### config.mk
export PLATFORM = sky130hd
export DESIGN_NAME = srfft_ram
export DESIGN_NICKNAME = d
export VERILOG_FILES = /design/src/sv/assert_macros.svh /design/src/sv/srfft_ram.sv
export SDC_FILE = /design/constraint.sdc
export NUM_CORES = 2
export LEC_CHECK = 0
export ABC_AREA = 1
export BUFFER_PORTS_ARGS = -buffer_cell sky130_fd_sc_hd__buf_2
export CAP_MARGIN = 20
export CORE_MARGIN = 2
export CORE_UTILIZATION = 35
export CTS_BUF_LIST = sky130_fd_sc_hd__clkbuf_16
export DETAILED_ROUTE_END_ITERATION = 16
export GPL_ROUTABILITY_DRIVEN = 0
export HOLD_SLACK_MARGIN = 0.12
export PLACE_DENSITY_LB_ADDON = 0.15
export SYNTH_ARGS = -nofsm -noshare
export SYNTH_HDL_FRONTEND = slang
export SYNTH_SLANG_ARGS = --single-unit
### constraint.sdc
create_clock -name clk_i -period 14.6 [get_ports clk_i]
set_clock_uncertainty 0.15 [all_clocks]
set_input_delay 1.46 -clock clk_i [delete_from_list [all_inputs] [get_ports clk_i]]
set_output_delay 1.46 -clock clk_i [all_outputs]
set_load 0.05 [all_outputs]
### src/sv/assert_macros.svh
// Assertion macros shared by the FFT RTL.
// No dependencies; included by files that check properties.
`ifndef ASSERT_MACROS_SVH
`define ASSERT_MACROS_SVH
`ifndef SYNTHESIS
`define ASSERT_IMPL(lbl, clk, rst_n, prop) \
  lbl: assert property (@(posedge clk) disable iff (!rst_n) prop) else $error("%m failed");
`define ASSERT_NEXT(lbl, clk, rst_n, a, b) \
  lbl: assert property (@(posedge clk) disable iff (!rst_n) (a) |=> (b)) else $error("%m failed");
`else
`define ASSERT_IMPL(lbl, clk, rst_n, prop)
`define ASSERT_NEXT(lbl, clk, rst_n, a, b)
`endif
`endif

### src/sv/srfft_ram.sv
// Generic single-port-write, single-read RAM with registered read.
// No dependencies.
module srfft_ram #(
  parameter int unsigned Width = 48,
  parameter int unsigned Depth = 64
) (
  input  logic                     clk_i,
  input  logic                     we_i,
  input  logic [$clog2(Depth)-1:0] waddr_i,
  input  logic [Width-1:0]         wdata_i,
  input  logic [$clog2(Depth)-1:0] raddr_i,
  output logic [Width-1:0]         rdata_o
);
  logic [Width-1:0] mem [Depth];
  always_ff @(posedge clk_i) begin
    if (we_i) mem[waddr_i] <= wdata_i;
    rdata_o <= mem[raddr_i];
  end
endmodule

After elaboration in Yosys (flattened, before gate mapping)
Memory sizes are Yosys's and may differ from the RTL's. A register that Yosys moved wholly into a read port is not among the register bits.
Cells that the tools add are included.
{"block": "op_classes", "muxes": 2}
{"cell": "$mux W1", "n": 2}
{"block": "word_totals", "ff_bits": 0, "ramBits": 3072, "word_cells": 3, "n_memories": 1, "out_inout_bits": 48, "in_bits": 62}
{"name": "mem", "words": 64, "width": 48, "read_ports": 1, "rd_ports_with_merged_regs": 1, "write_ports": 1, "line": "srfft_ram.sv:14", "rtl": "logic [Width-1:0] mem [Depth];"}

Logic depth before layout (Yosys ltp)
{"block": "depth", "word_depth": 2, "mapped_depth": 13, "mapped_depth_nobuf": 9}

Worst setup path after synthesis
OpenSTA, ideal clock, no wires.
{"block": "synth_path", "path_type": "input to register", "from": "in we_i", "to": "mem mem[48][0] (enable)", "required_ns": 13.876, "path_stages": 3, "t_arrival_ns": 6.592, "path_slack_ns": 7.284, "path_buffers": 1, "setup_time_ns": 0.574, "path_cell_list": "clkbuf_1 > nand4_1 > nor4_1"}
{"block": "synth_via", "elab_chain_len": 2}
{"element": "start, declared", "line": "srfft_ram.sv:8", "rtl": "input logic we_i,"}
{"element": "$mux W1", "line": "srfft_ram.sv:16", "rtl": "if (we_i) mem[waddr_i] <= wdata_i;"}
{"element": "$mux W1 (not written as such)", "line": "srfft_ram.sv:16"}
{"element": "end, declared", "line": "srfft_ram.sv:14"}
No other way between the ends.

==> impl_metrics.env <==
export IMPL_track_usage=0.232
export IMPL_htree_levels=5
export IMPL_final_setup_viol_count=0
export IMPL_clkSinkCount=3120
export IMPL_cts_made_buffers=342
export IMPL_ys_flop_type="edfxtp_1"
export IMPL_cts_root_buffer="clkbuf_16"
export IMPL_grt_antenna_before_repair=43
export IMPL_final_hold_violation_count=0
export IMPL_fmax_mhz=179
export IMPL_maxSlewHeadroom=0.199
export IMPL_synth_distinct_cells=18
export IMPL_rsz0062_at_grt="no"
export IMPL_synthArstFlopShare=0
export IMPL_io_pin_count=110
export IMPL_clk_pin_slew_ns=0.06
export IMPL_powerDensity_mw_per_mm2=138
export IMPL_cts_setup_buffers=0
export IMPL_clockBufferDepth=4
export IMPL_clk_latency_ns=0.94
export IMPL_finalWirelength_mm=425
export IMPL_nNetsFinal=10200
export IMPL_cts_tree="built"
export IMPL_outcome="finished, final reports clean"
export IMPL_grt_pass1_wl_mm=599
export IMPL_drive_gt1_frac=0.0843
export IMPL_cp_end_kind="register"
export IMPL_tns_ns=0
export IMPL_nFillCells=33300
export IMPL_multiInputGateArea_mm2=0.0277
export IMPL_placedCellCount=14500
export IMPL_synth_edf_count=3072
export IMPL_io_buffers=109
export IMPL_required_ns=15.30
export IMPL_crit_path_max_incr_delay_ns=0.85
export IMPL_wire_per_inst_um=28.0
export IMPL_start_util=0.352
export IMPL_cp_max_fo=88
export IMPL_cts_resized=0
export IMPL_crit_path_top_delay_cell="buf_4"
export IMPL_num_vias=81400
export IMPL_synth_top_area_frac=0.742
export IMPL_gr_total_overflow=0
export IMPL_regArea_mm2=0.0932
export IMPL_placed_cell_area_mm2=0.130
export IMPL_cp_common_cell="buf_4"
export IMPL_crit_type="input port to register"
export IMPL_crit_chain="buf_8 > buf_4 > buf_4 > buf_4 > buf_4 > buf_4 > nand2_1 > nand3_1 > nand3_1 > nand3_1 > nand3_1 > nand2_1 > nand2_1 > nand2_1"
export IMPL_syn_num_nets=10200
export IMPL_post_route_min_period_ns=5.59
export IMPL_rows=218
export IMPL_drtIter0Drc=9151
export IMPL_die_area_mm2=0.360
export IMPL_postSynthAreaPerCell_um2=12.3
export IMPL_drtAntennaViolNets=0
export IMPL_grt_start_max_net_pins=204
export IMPL_core_area_mm2=0.353
export IMPL_areaGrowthSynthToFinish_pct=13.1
export IMPL_die_width_um=600
export IMPL_yosysTopAreaCell="edfxtp_1"
export IMPL_synth_seq_cells=3120
export IMPL_hold_path_class="register to register"
export IMPL_crit_buf_inv=6
export IMPL_max_cap_viol_count=0
export IMPL_fin_util=0.398
export IMPL_arrival_ns=6.29
export IMPL_final_period_utilization=0.383
export IMPL_cpLargestDelayFamily="buffers and inverters"
export IMPL_syn_area_mm2=0.124
export IMPL_crit_path_start_kind="input port"
export IMPL_synth_seq_area_share=0.750
export IMPL_first_global_vias=77200
export IMPL_hold_buffers=0
export IMPL_final_max_slew_viol_count=0
export IMPL_die_y_um=600
export IMPL_syn_inst=10100
export IMPL_synth_warnings=0
export IMPL_power_leakage_uw=0.0492
export IMPL_yosysMostFrequentCell="nand2_1"
export IMPL_tightestPinTransition_ns=1.20
export IMPL_finalInstanceArea_mm2=0.141
export IMPL_place_hpwl_mm=209
export IMPL_drc=0
export IMPL_fin_cells=15200
export IMPL_peakVddDrop_mv=0.0854
export IMPL_post_synth_main_area_contributors="edfxtp_1 74%, nand3_1 12%, nand2_1 10%"
export IMPL_routed_via_density=5.37
export IMPL_first_pass_iters=6
export IMPL_synth_commonest_cells="3372 x nand2_1, 3072 x edfxtp_1, 2857 x nand3_1"
## sequential cells by signal (all words and copies together) (netlist names)
| signal | flops |
|---|---|
| mem | 3072 |
| rdata_o | 48 |
## layer usage
| metal | vias to the layer above | track usage | part of all wire |
|---|---|---|---|
| met5 | - | 0 | 0.000071 |
| met4 | 4 | 0.0617 | 0.029 |
| met3 | 598 | 0.0278 | 0.061 |
| met2 | 2958 | 0.380 | 0.47 |
| met1 | 41700 | 0.326 | 0.44 |
| li1 | 36100 | - | - |
## path summary, 6_finish.rpt
check                endpoint        start  cells past startpoint  slack, ns
setup / recovery   rdata_o[3]   raddr_i[0]                     14       9.01
hold reg to reg   rdata_o[23]  mem[58][23]                      8       0.65
hold / removal    rdata_o[23]  mem[58][23]                      8       0.65
setup reg to reg  rdata_o[20]  mem[33][20]                      8      12.57
## tightest hold or removal path: stages (launching register included)
cell      delay [ns]
edfxtp_1        0.32
nand2_1         0.05
nand3_1         0.05
nand3_1         0.06
nand3_1         0.09
nand3_1         0.06
nand2_1         0.06
nand2_1         0.04
nand2_1         0.06
## layout by cell type (no fill, tap or decap), types with 4 or more instances in the layout
cell,synthesis,routed
dfxtp_1,48,48
nand2_1,3372,3372
bufinv_16,0,17
inv_16,0,7
clkinv_8,0,6
buf_12,1,43
clkbuf_16,0,350
buf_8,6,4
buf_4,58,207
clkinv_2,0,60
nor4_2,0,8
clkinvlp_4,0,5
diode_2,0,10
inv_6,0,4
nand3_1,2857,2857
clkinv_1,2,87
inv_1,8,92
buf_2,367,103
nor2_4,0,56
edfxtp_1,3072,3072
nand4_1,9,9
## per-stage QoR
stage / setup WS [ns] / hold slack (ns) / power (uW)
2_1_floorplan: 7.28 / 0.571 / 10800
3_3_place_gp: 8.10 / 0.637 / 11300
3_5_place_dp: 8.17 / 0.643 / 11300
4_1_cts: 9.16 / 0.653 / 19500
5_1_grt: 8.79 / 0.638 / 20000
6_report: 9.01 / 0.655 / 19400
## power breakdown
group / total, uW / leakage, uW / internal, uW / switching [uW]
sequential: 9960 / 0.0280 / 9910 / 40.1
combinational: 1170 / 0.0156 / 266 / 904
clock: 8260 / 0.00552 / 4650 / 3610
total: 19400 / 0.0492 / 14800 / 4550
## kinds of logic after synthesis
| family | Yosys count | share of synthesized area |
|---|---|---|
| and+or+nand+nor | 6302 | 0.219 |
| DFF | 3120 | 0.750 |
| buffers and inverters | 686 | 0.0310 |
## cell type report
| type | count | share of cell area |
|---|---|---|
| Inverter | 12 | 0.000676 |
| Clock buffer | 350 | 0.0623 |
| Antenna cell | 10 | 0.000178 |
| Sequential cell | 3120 | 0.663 |
| Tap cell | 4730 | 0.0421 |
| Clock inverter | 272 | 0.0128 |
| Timing Repair Buffer | 359 | 0.0215 |
| Multi-Input combinational cell | 6302 | 0.197 |
(Power assumes the default switching activity.)
