--- src/sv/assert_macros.svh ---
// Assertion macros shared by the FFT RTL.
// No dependencies; included by files that check properties.
`ifndef ASSERT_MACROS_SVH
`define ASSERT_MACROS_SVH
`ifndef SYNTHESIS
`define ASSERT_IMPL(lbl, clk, rst_n, prop) \
  lbl: assert property (@(posedge clk) disable iff (!rst_n) prop) else $error("%m failed");
`define ASSERT_NEXT(lbl, clk, rst_n, a, b) \
  lbl: assert property (@(posedge clk) disable iff (!rst_n) (a) |=> (b)) else $error("%m failed");
`else
`define ASSERT_IMPL(lbl, clk, rst_n, prop)
`define ASSERT_NEXT(lbl, clk, rst_n, a, b)
`endif
`endif

--- src/sv/srfft_pkg.sv ---
// Package for the Stockham FFT: widths, states, twiddle table, saturation.
// No dependencies.
package srfft_pkg;
  localparam int unsigned MaxPoints = 64;
  localparam int unsigned DataW = 24;
  localparam int unsigned TwW = 16;

  typedef enum logic [2:0] {
    StLoad, StRead, StCalc, StWrite, StEmit
  } state_e;

  typedef logic signed [DataW-1:0] data_t;

  function automatic logic signed [15:0] quarter(input logic [4:0] k);
    case (k)
      5'd0: quarter = 16'sd32767;
      5'd1: quarter = 16'sd32610;
      5'd2: quarter = 16'sd32138;
      5'd3: quarter = 16'sd31357;
      5'd4: quarter = 16'sd30274;
      5'd5: quarter = 16'sd28899;
      5'd6: quarter = 16'sd27246;
      5'd7: quarter = 16'sd25330;
      5'd8: quarter = 16'sd23170;
      5'd9: quarter = 16'sd20788;
      5'd10: quarter = 16'sd18205;
      5'd11: quarter = 16'sd15447;
      5'd12: quarter = 16'sd12540;
      5'd13: quarter = 16'sd9512;
      5'd14: quarter = 16'sd6393;
      5'd15: quarter = 16'sd3212;
      default: quarter = 16'sd0;
    endcase
  endfunction

  function automatic logic signed [31:0] twiddle(input logic [4:0] k);
    logic signed [15:0] c;
    logic signed [15:0] s;
    logic signed [15:0] wi;
    c = (k <= 5'd16) ? quarter(k) : -quarter(5'(6'd32 - {1'b0, k}));
    s = (k <= 5'd16) ? quarter(5'(5'd16 - k)) : quarter(5'(k - 5'd16));
    // quarter turn: negative sine is exactly -1.0
    wi = (k == 5'd16) ? 16'sh8000 : -s;
    twiddle = {c, wi};
  endfunction

  function automatic data_t sat(input logic signed [47:0] v);
    if (v > 48'sd8388607) sat = 24'sh7fffff;
    else if (v < -48'sd8388608) sat = 24'sh800000;
    else sat = v[DataW-1:0];
  endfunction
endpackage

--- src/sv/srfft_bfly.sv ---
// Shared butterfly unit: one complex multiply with registered products, then a combinational sum/difference.
// Depends on srfft_pkg.
module srfft_bfly (
  input  logic                   clk_i,
  input  logic                   start_i,
  input  srfft_pkg::data_t       ar_i,
  input  srfft_pkg::data_t       ai_i,
  input  srfft_pkg::data_t       br_i,
  input  srfft_pkg::data_t       bi_i,
  input  logic signed [15:0]     wr_i,
  input  logic signed [15:0]     wi_i,
  output logic [47:0]            sum_o,
  output logic [47:0]            dif_o
);
  logic signed [39:0] p0_q, p1_q, p2_q, p3_q;
  logic signed [47:0] zr, zi;
  srfft_pkg::data_t zrs, zis;

  always_ff @(posedge clk_i) begin
    if (start_i) begin
      p0_q <= 40'(wr_i) * 40'(br_i);
      p1_q <= 40'(wi_i) * 40'(bi_i);
      p2_q <= 40'(wr_i) * 40'(bi_i);
      p3_q <= 40'(wi_i) * 40'(br_i);
    end
  end

  always_comb begin
    zr = (48'(p0_q) - 48'(p1_q) + 48'sd16384) >>> 15;
    zi = (48'(p2_q) + 48'(p3_q) + 48'sd16384) >>> 15;
    zrs = srfft_pkg::sat(zr);
    zis = srfft_pkg::sat(zi);
    sum_o = {srfft_pkg::sat(48'(ar_i) + 48'(zrs)), srfft_pkg::sat(48'(ai_i) + 48'(zis))};
    dif_o = {srfft_pkg::sat(48'(ar_i) - 48'(zrs)), srfft_pkg::sat(48'(ai_i) - 48'(zis))};
  end
endmodule

--- config.mk ---
export PLATFORM = sky130hd
export DESIGN_NAME = srfft_bfly
export DESIGN_NICKNAME = d
export VERILOG_FILES = /design/src/sv/assert_macros.svh /design/src/sv/srfft_pkg.sv /design/src/sv/srfft_bfly.sv
export SDC_FILE = /design/constraint.sdc
export NUM_CORES = 2
export LEC_CHECK = 0
export BUFFER_PORTS_ARGS = -buffer_cell sky130_fd_sc_hd__buf_4
export CAP_MARGIN = 20
export CORE_ASPECT_RATIO = 0.75
export CORE_UTILIZATION = 45
export CTS_CLUSTER_SIZE = 40
export DETAILED_ROUTE_END_ITERATION = 7
export PLACE_DENSITY = 0.71
export RECOVER_POWER = 25
export SYNTH_ARGS = -nofsm -noshare
export SYNTH_HDL_FRONTEND = slang
export SYNTH_SLANG_ARGS = --single-unit
--- constraint.sdc ---
create_clock -name clk_i -period 7.9 [get_ports clk_i]
set_input_delay 1.185 -clock clk_i [delete_from_list [all_inputs] [get_ports clk_i]]
set_output_delay 1.185 -clock clk_i [all_outputs]
set_load 0.005 [all_outputs]
## After elaboration in Yosys (flattened, before gate mapping)

Index checks and enable logic that the tools add are counted.

| operators by class | value |
|---|---|
| $lt $le $gt $ge | 12 |
| multiply operators | 4 |
| muxes and demuxes | 12 |
| add/subtract/negate cells | 8 |

Operators with widths:

| kind | number |
|---|---|
| 2-to-1 mux 24 bit | 12 |
| multiplier 16 x 24 -> 40 bit | 4 |
| greater-than comparator 25 x 24 -> 1 bit (second input constant) | 4 |
| less-than comparator 25 x 24 -> 1 bit (second input constant) | 4 |
| adder 41 x 16 -> 42 bit (second input constant) | 2 |
| greater-than comparator 27 x 24 -> 1 bit (second input constant) | 2 |
| less-than comparator 27 x 24 -> 1 bit (second input constant) | 2 |
| adder 24 x 24 -> 25 bit | 2 |
| subtractor 24 x 24 -> 25 bit | 2 |
| adder 40 x 40 -> 41 bit | 1 |
| subtractor 40 x 40 -> 41 bit | 1 |

| word-level totals | value |
|---|---|
| register bits | 160 |
| input bits | 130 |
| word-level logic and storage cells | 40 |
| output and inout bits | 96 |

## Longest topological paths before layout

| logic depth | value |
|---|---|
| depth in word-level cells | 9 |
| depth in mapped cells | 33 |
| depth with buffers taken out | 30 |

## Worst setup path before layout

OpenSTA, ideal clock, no wires.

| timing path | value |
|---|---|
| path kind | register to output |
| start point | register p0_q[13] |
| end point | output sum_o[27] |
| arrival time | 6.605 ns |
| buffers on the path | 2 |
| required time | 6.715 ns |
| setup slack | 0.110 ns |
| stages on the path, launching flop included | 29 |
| cell sequence | edfxtp_1 ha_1 ha_1 and4_1 nand3_1 a21oi_1 a21oi_2 nor3_2 o31ai_4 o41ai_1 xor2_1 or4_4 a32oi_4 buf_6 o21ai_0 ha_1 fa_1 a21o_1 a21oi_1 o21bai_1 a21oi_2 o311ai_1 a2111oi_1 nor2_1 a2111oi_2 nand3_1 o31ai_1 clkbuf_1 o21ai_0 |

| between the ends | value |
|---|---|
| word-level cells in the longest chain between the ends | 9 |
| elaborated cells on any way between the ends | 11 |
| classes of those cells | add/sub (3); order compare (4); mux (4) |

Ends and longest elaborated chain:

| what | line | source |
|---|---|---|
| start: declaration | srfft_bfly.sv:15 | `logic signed [39:0] p0_q, p1_q, p2_q, p3_q;` |
| start signal: assignment | srfft_bfly.sv:21 | `p0_q <= 40'(wr_i) * 40'(br_i);` |
| subtractor 40 x 40 -> 41 bit * | srfft_bfly.sv:29 | `zr = (48'(p0_q) - 48'(p1_q) + 48'sd16384) >>> 15;` |
| adder 41 x 16 -> 42 bit * | srfft_bfly.sv:29 |  |
| less-than comparator 27 x 24 -> 1 bit | srfft_pkg.sv:49 | `else if (v < -48'sd8388608) sat = 24'sh800000;` |
| 2-to-1 mux 24 bit | srfft_pkg.sv:49 |  |
| 2-to-1 mux 24 bit * | srfft_pkg.sv:48 | `if (v > 48'sd8388607) sat = 24'sh7fffff;` |
| adder 24 x 24 -> 25 bit * | srfft_bfly.sv:33 | `sum_o = {srfft_pkg::sat(48'(ar_i) + 48'(zrs)), srfft_pkg::sat(48'(ai_i) + 48'(zis))};` |
| less-than comparator 25 x 24 -> 1 bit | srfft_pkg.sv:49 |  |
| 2-to-1 mux 24 bit | srfft_pkg.sv:49 |  |
| 2-to-1 mux 24 bit * | srfft_pkg.sv:48 |  |
| end: declaration | srfft_bfly.sv:12 | `output logic [47:0] sum_o,` |

Mark *: on every way between the ends. The rest lies on a longest branch, timed or not.

## Final worst setup path

| timing path | value |
|---|---|
| start point | register p0_q[13] |
| end point | output dif_o[38] |

| between the ends | value |
|---|---|
| word-level cells in the longest chain between the ends | 9 |
| elaborated cells on any way between the ends | 11 |
| classes of those cells | add/sub (3); order compare (4); mux (4) |

Ends and longest elaborated chain:

| what | line | source |
|---|---|---|
| subtractor 40 x 40 -> 41 bit * | srfft_bfly.sv:29 |  |
| adder 41 x 16 -> 42 bit * | srfft_bfly.sv:29 |  |
| less-than comparator 27 x 24 -> 1 bit | srfft_pkg.sv:49 |  |
| 2-to-1 mux 24 bit | srfft_pkg.sv:49 |  |
| 2-to-1 mux 24 bit * | srfft_pkg.sv:48 |  |
| subtractor 24 x 24 -> 25 bit * | srfft_bfly.sv:34 | `dif_o = {srfft_pkg::sat(48'(ar_i) - 48'(zrs)), srfft_pkg::sat(48'(ai_i) - 48'(zis))};` |
| less-than comparator 25 x 24 -> 1 bit | srfft_pkg.sv:49 |  |
| 2-to-1 mux 24 bit | srfft_pkg.sv:49 |  |
| 2-to-1 mux 24 bit * | srfft_pkg.sv:48 |  |
| end: declaration | srfft_bfly.sv:13 | `output logic [47:0] dif_o` |

Marked as above.

==> metrics.md <==
| Metric | Value |
|---|---|
| Hold Path Sink | p2_q[0] |
| MaxCap Viol Count | 3 |
| Layout cells sized above 1 | between 10% and 20% |
| Unique masters post-synth | 88 |
| Vias | approximately 54000 |
| Status | finished with violations |
| Most frequent cell on the critical path | buf_6 |
| Initial antenna violation count | 19 |
| Setup TNS | -17.17 ns |
| Num CTS Buffers | 17 |
| Worst Setup Path Type | flip-flop to output port |
| Slew Viols, Final | slightly below 200 |
| Grt ovf | 0 |
| Pre-antenna DRT Iters | 6 |
| Critical Path End Type | output port |
| Syn avg cell area | around 9.1 um2 |
| Cell count after synthesis | approximately 7600 |
| Drt wl/cell | about 20 um |
| Critical Path Source Type | flip-flop |
| Synth warnings | 0 |
| Final net count | 10263 |
| Hold Path Origin | bi_i[0] |
| Vias in the first global route | ~56000 |
| Initial DRC count | about 4700 |
| Post-Syn Area | 69000 um2 |
| Non-filler instance count after layout | between 10000 and 15000 |
| # setup viols final | 60 |
| Post-CTS Hold Fix Bufs | 0 |
| Fraction of registers with async set/reset | 0% |
| EDFF count, synth | 160 |
| Drc violations | 0 |
| CTS Buffer Depth | 2 |
| Pre-CTS setup slack | -0.313 ns |
| CTS H-tree lvls | 4 |
| Register area share after synthesis | slightly below 7% |
| Final Wtd Congestion | slightly above 0.9 |
| Most common flop cell mapped by yosys | edfxtp_1 |
| Largest net degree at the start of global routing | between 100 and 150 |
| Root Driver | clkbuf_16 |
| Min Tclk post-route | 8.37 ns |
| #FFs+latches synth | 160 |
| TritonCTS clock tree | yes |
| Critical path arrival | 7.18 ns |
| Placed insts | between 9000 and 10000 |
| Antenna viol nets, final | 0 |
| Mapped Nets | about 9900 |
| Die width | around 450 um |
| Crit path max fanout | 5 |
| CTS Sinks | 160 |
| CP max stage cell | or4_4 |
| Die ar. | 155000 um2 |
| Fmax | 119 MHz |
| Worst-margin pin slew | approximately 6.1 ns |
| DP Area | between 70000 and 80000 um2 |
| Worst-path clk slew | roughly 0.07 ns |
| WHS Path Cells | 3 |
| Fin worst setup slack | -0.470 ns |
| First-pass GRT wire length | about 320 mm |
| RSZ-0062 raised after global routing | yes |
| Area growth, synth to finish | 13.8% |
| I/O Pins | between 200 and 250 |
| Gr usage total | between 20% and 30% |
| Critical Path RT | ~6.7 ns |
| Max incr delay on CP | between 0.4 and 0.5 ns |
| Via/cell ratio | approximately 5.3 |
| Fin. Hold Viols | 0 |
| Dpl hpwl | ~160 mm |
| Final period util | 106% |
| Path category of the worst min-delay check | input port to flip-flop |
| Failing checks | max-capacitance violations, max-slew violations, negative setup slack |
| IO buf count | around 230 |
| Die Ht | 341 um |
| Area of the core | 152000 um2 |
| Cell area after layout | between 70000 and 80000 um2 |
| Site Rows | between 100 and 150 |
| # fillers | approximately 14000 |
| Initial core utilization | 45.3% |
| Rel. slew slack | -310% |
| Detailed-route wire length | a little over 200 mm |
## Yosys cell counts (all sizes together) (6+ instances only)
library cell / number / area (um2)
fa: 1500 / 30000
a21boi: 37 / 278
or2: 13 / 81.3
nand2b: 130 / 813
a221o: 7 / 70.1
nand3b: 7 / 52.6
o21ai: 209 / 1050
a31oi: 27 / 169
nand4: 17 / 106
maj3: 11 / 110
inv: 1648 / 6190
a21o: 119 / 893
nor2: 147 / 554
o21a: 49 / 368
edfxtp: 160 / 4800
a21oi: 255 / 1300
xor2: 79 / 692
clkbuf: 338 / 1270
a2111oi: 7 / 68.8
and3: 29 / 181
a211o: 10 / 87.6
nand2: 1037 / 3890
xnor2: 215 / 1890
buf: 18 / 106
ha: 644 / 8060
or3: 14 / 87.6
nor3: 37 / 190
nand3: 41 / 210
o21bai: 51 / 383
o31ai: 22 / 184
and2: 537 / 3360
a211oi: 16 / 120
nor2b: 41 / 257
o211ai: 19 / 143
and4: 6 / 52.6
## metal layers
layer,vias up,track usage [%],share of wire [%]
met1,27054,39.1,45
met4,4,6.03,2.3
met3,268,5.57,9.8
met2,2331,38.9,43
li1,23869,-,-
met5,-,0,0.015
## timing repair
action	4_1_cts	5_1_grt
pin swaps	54	111
gates resized for setup	124	253
endpoints found under the setup margin	95	98
buffers inserted	38	41
gates cloned	8	12
## cell type report
type / count / area, um2 / area share [%]
antenna: 11 / 27.5 / 0.0351
clock buffer: 18 / 429 / 0.547
clock inverter: 14 / 155 / 0.198
inverter: 1648 / 6190 / 7.88
multi-input combinational: 5436 / 58000 / 73.9
sequential: 160 / 4800 / 6.12
tap: 2016 / 2520 / 3.21
timing repair buffer: 726 / 6350 / 8.08
## worst max-delay path by stage
| stage | slack, ns | startpoint | to | cells past startpoint |
|---|---|---|---|---|
| after floorplan | 0.11 | p0_q[13] | sum_o[27] | 28 |
| after global placement | -0.27 | p2_q[18] | sum_o[8] | 28 |
| after detailed placement | -0.31 | p2_q[18] | sum_o[8] | 28 |
| after CTS | -0.46 | p0_q[11] | sum_o[43] | 30 |
| after global routing | -0.76 | p0_q[4] | dif_o[35] | 31 |
| final | -0.47 | p0_q[13] | dif_o[38] | 31 |
## logic make-up after synthesis
group | Yosys count | share of synthesized area, %
AO/OA/AOI/OAI | 901 | 8.41
AND/OR/NAND/NOR | 2081 | 14.5
multiplexers | 3 | 0.0435
buffers and inverters | 2004 | 11.0
flip-flops | 160 | 6.96
adder cells (fa/ha/maj) | 2155 | 55.3
XOR/XNOR | 294 | 3.74
## cells in the final DEF (no fill, tap or decap), types with 8 or more instances in the layout
| master | Yosys | final |
|---|---|---|
| inv_2 | 0 | 8 |
| maj3_2 | 0 | 11 |
| buf_6 | 4 | 31 |
| inv_1 | 1648 | 1640 |
| nand2b_1 | 130 | 128 |
| clkbuf_16 | 0 | 26 |
| nand4_1 | 17 | 17 |
| or2_2 | 13 | 12 |
| a211oi_1 | 16 | 15 |
| o21ai_1 | 4 | 27 |
| a211o_1 | 10 | 10 |
| buf_4 | 0 | 632 |
| or3_1 | 14 | 13 |
| o211ai_1 | 19 | 19 |
| o31ai_1 | 20 | 13 |
| edfxtp_1 | 160 | 160 |
| xnor2_1 | 214 | 214 |
| nor2_1 | 146 | 141 |
| nand3_1 | 40 | 39 |
| buf_12 | 0 | 39 |
| ha_1 | 644 | 608 |
| a21boi_0 | 34 | 31 |
| o21ai_2 | 0 | 38 |
| nand2_1 | 1037 | 1031 |
| o21a_1 | 49 | 48 |
| a21oi_2 | 2 | 37 |
| a21oi_1 | 252 | 211 |
| a31oi_1 | 27 | 19 |
| and2_1 | 536 | 532 |
| a21o_1 | 119 | 119 |
| o21bai_1 | 51 | 50 |
| diode_2 | 0 | 11 |
| xor2_1 | 79 | 79 |
| ha_4 | 0 | 28 |
| nor3_1 | 36 | 35 |
| fa_1 | 1500 | 1496 |
| nor2b_1 | 41 | 40 |
| and3_1 | 29 | 27 |
| ha_2 | 0 | 8 |
| o21ai_0 | 205 | 138 |
## stage by stage
step           util, %  hold WS [ns]
2_1_floorplan        -          1.30
3_3_place_gp      49.4          1.86
3_5_place_dp      49.4          1.87
4_1_cts           50.5          1.36
5_1_grt           51.5          1.47
6_report          51.5          1.43
## critical path, delay by kind of cell, from the launching register on
kind | cells | cell delay, ns
fa+ha+maj | 3 | 0.86
compound gates | 14 | 3.18
flops | 1 | 0.43
xor+xnor | 1 | 0.18
simple gates | 4 | 0.85
buf+inv | 9 | 1.20
## sequential cells by signal, indices dropped and copies added (netlist names)
name	flops
p1_q	40
p3_q	40
p0_q	40
p2_q	40
Power is not shown: default switching activity piles up to over one toggle a cycle in this logic, so the estimate is an artifact.
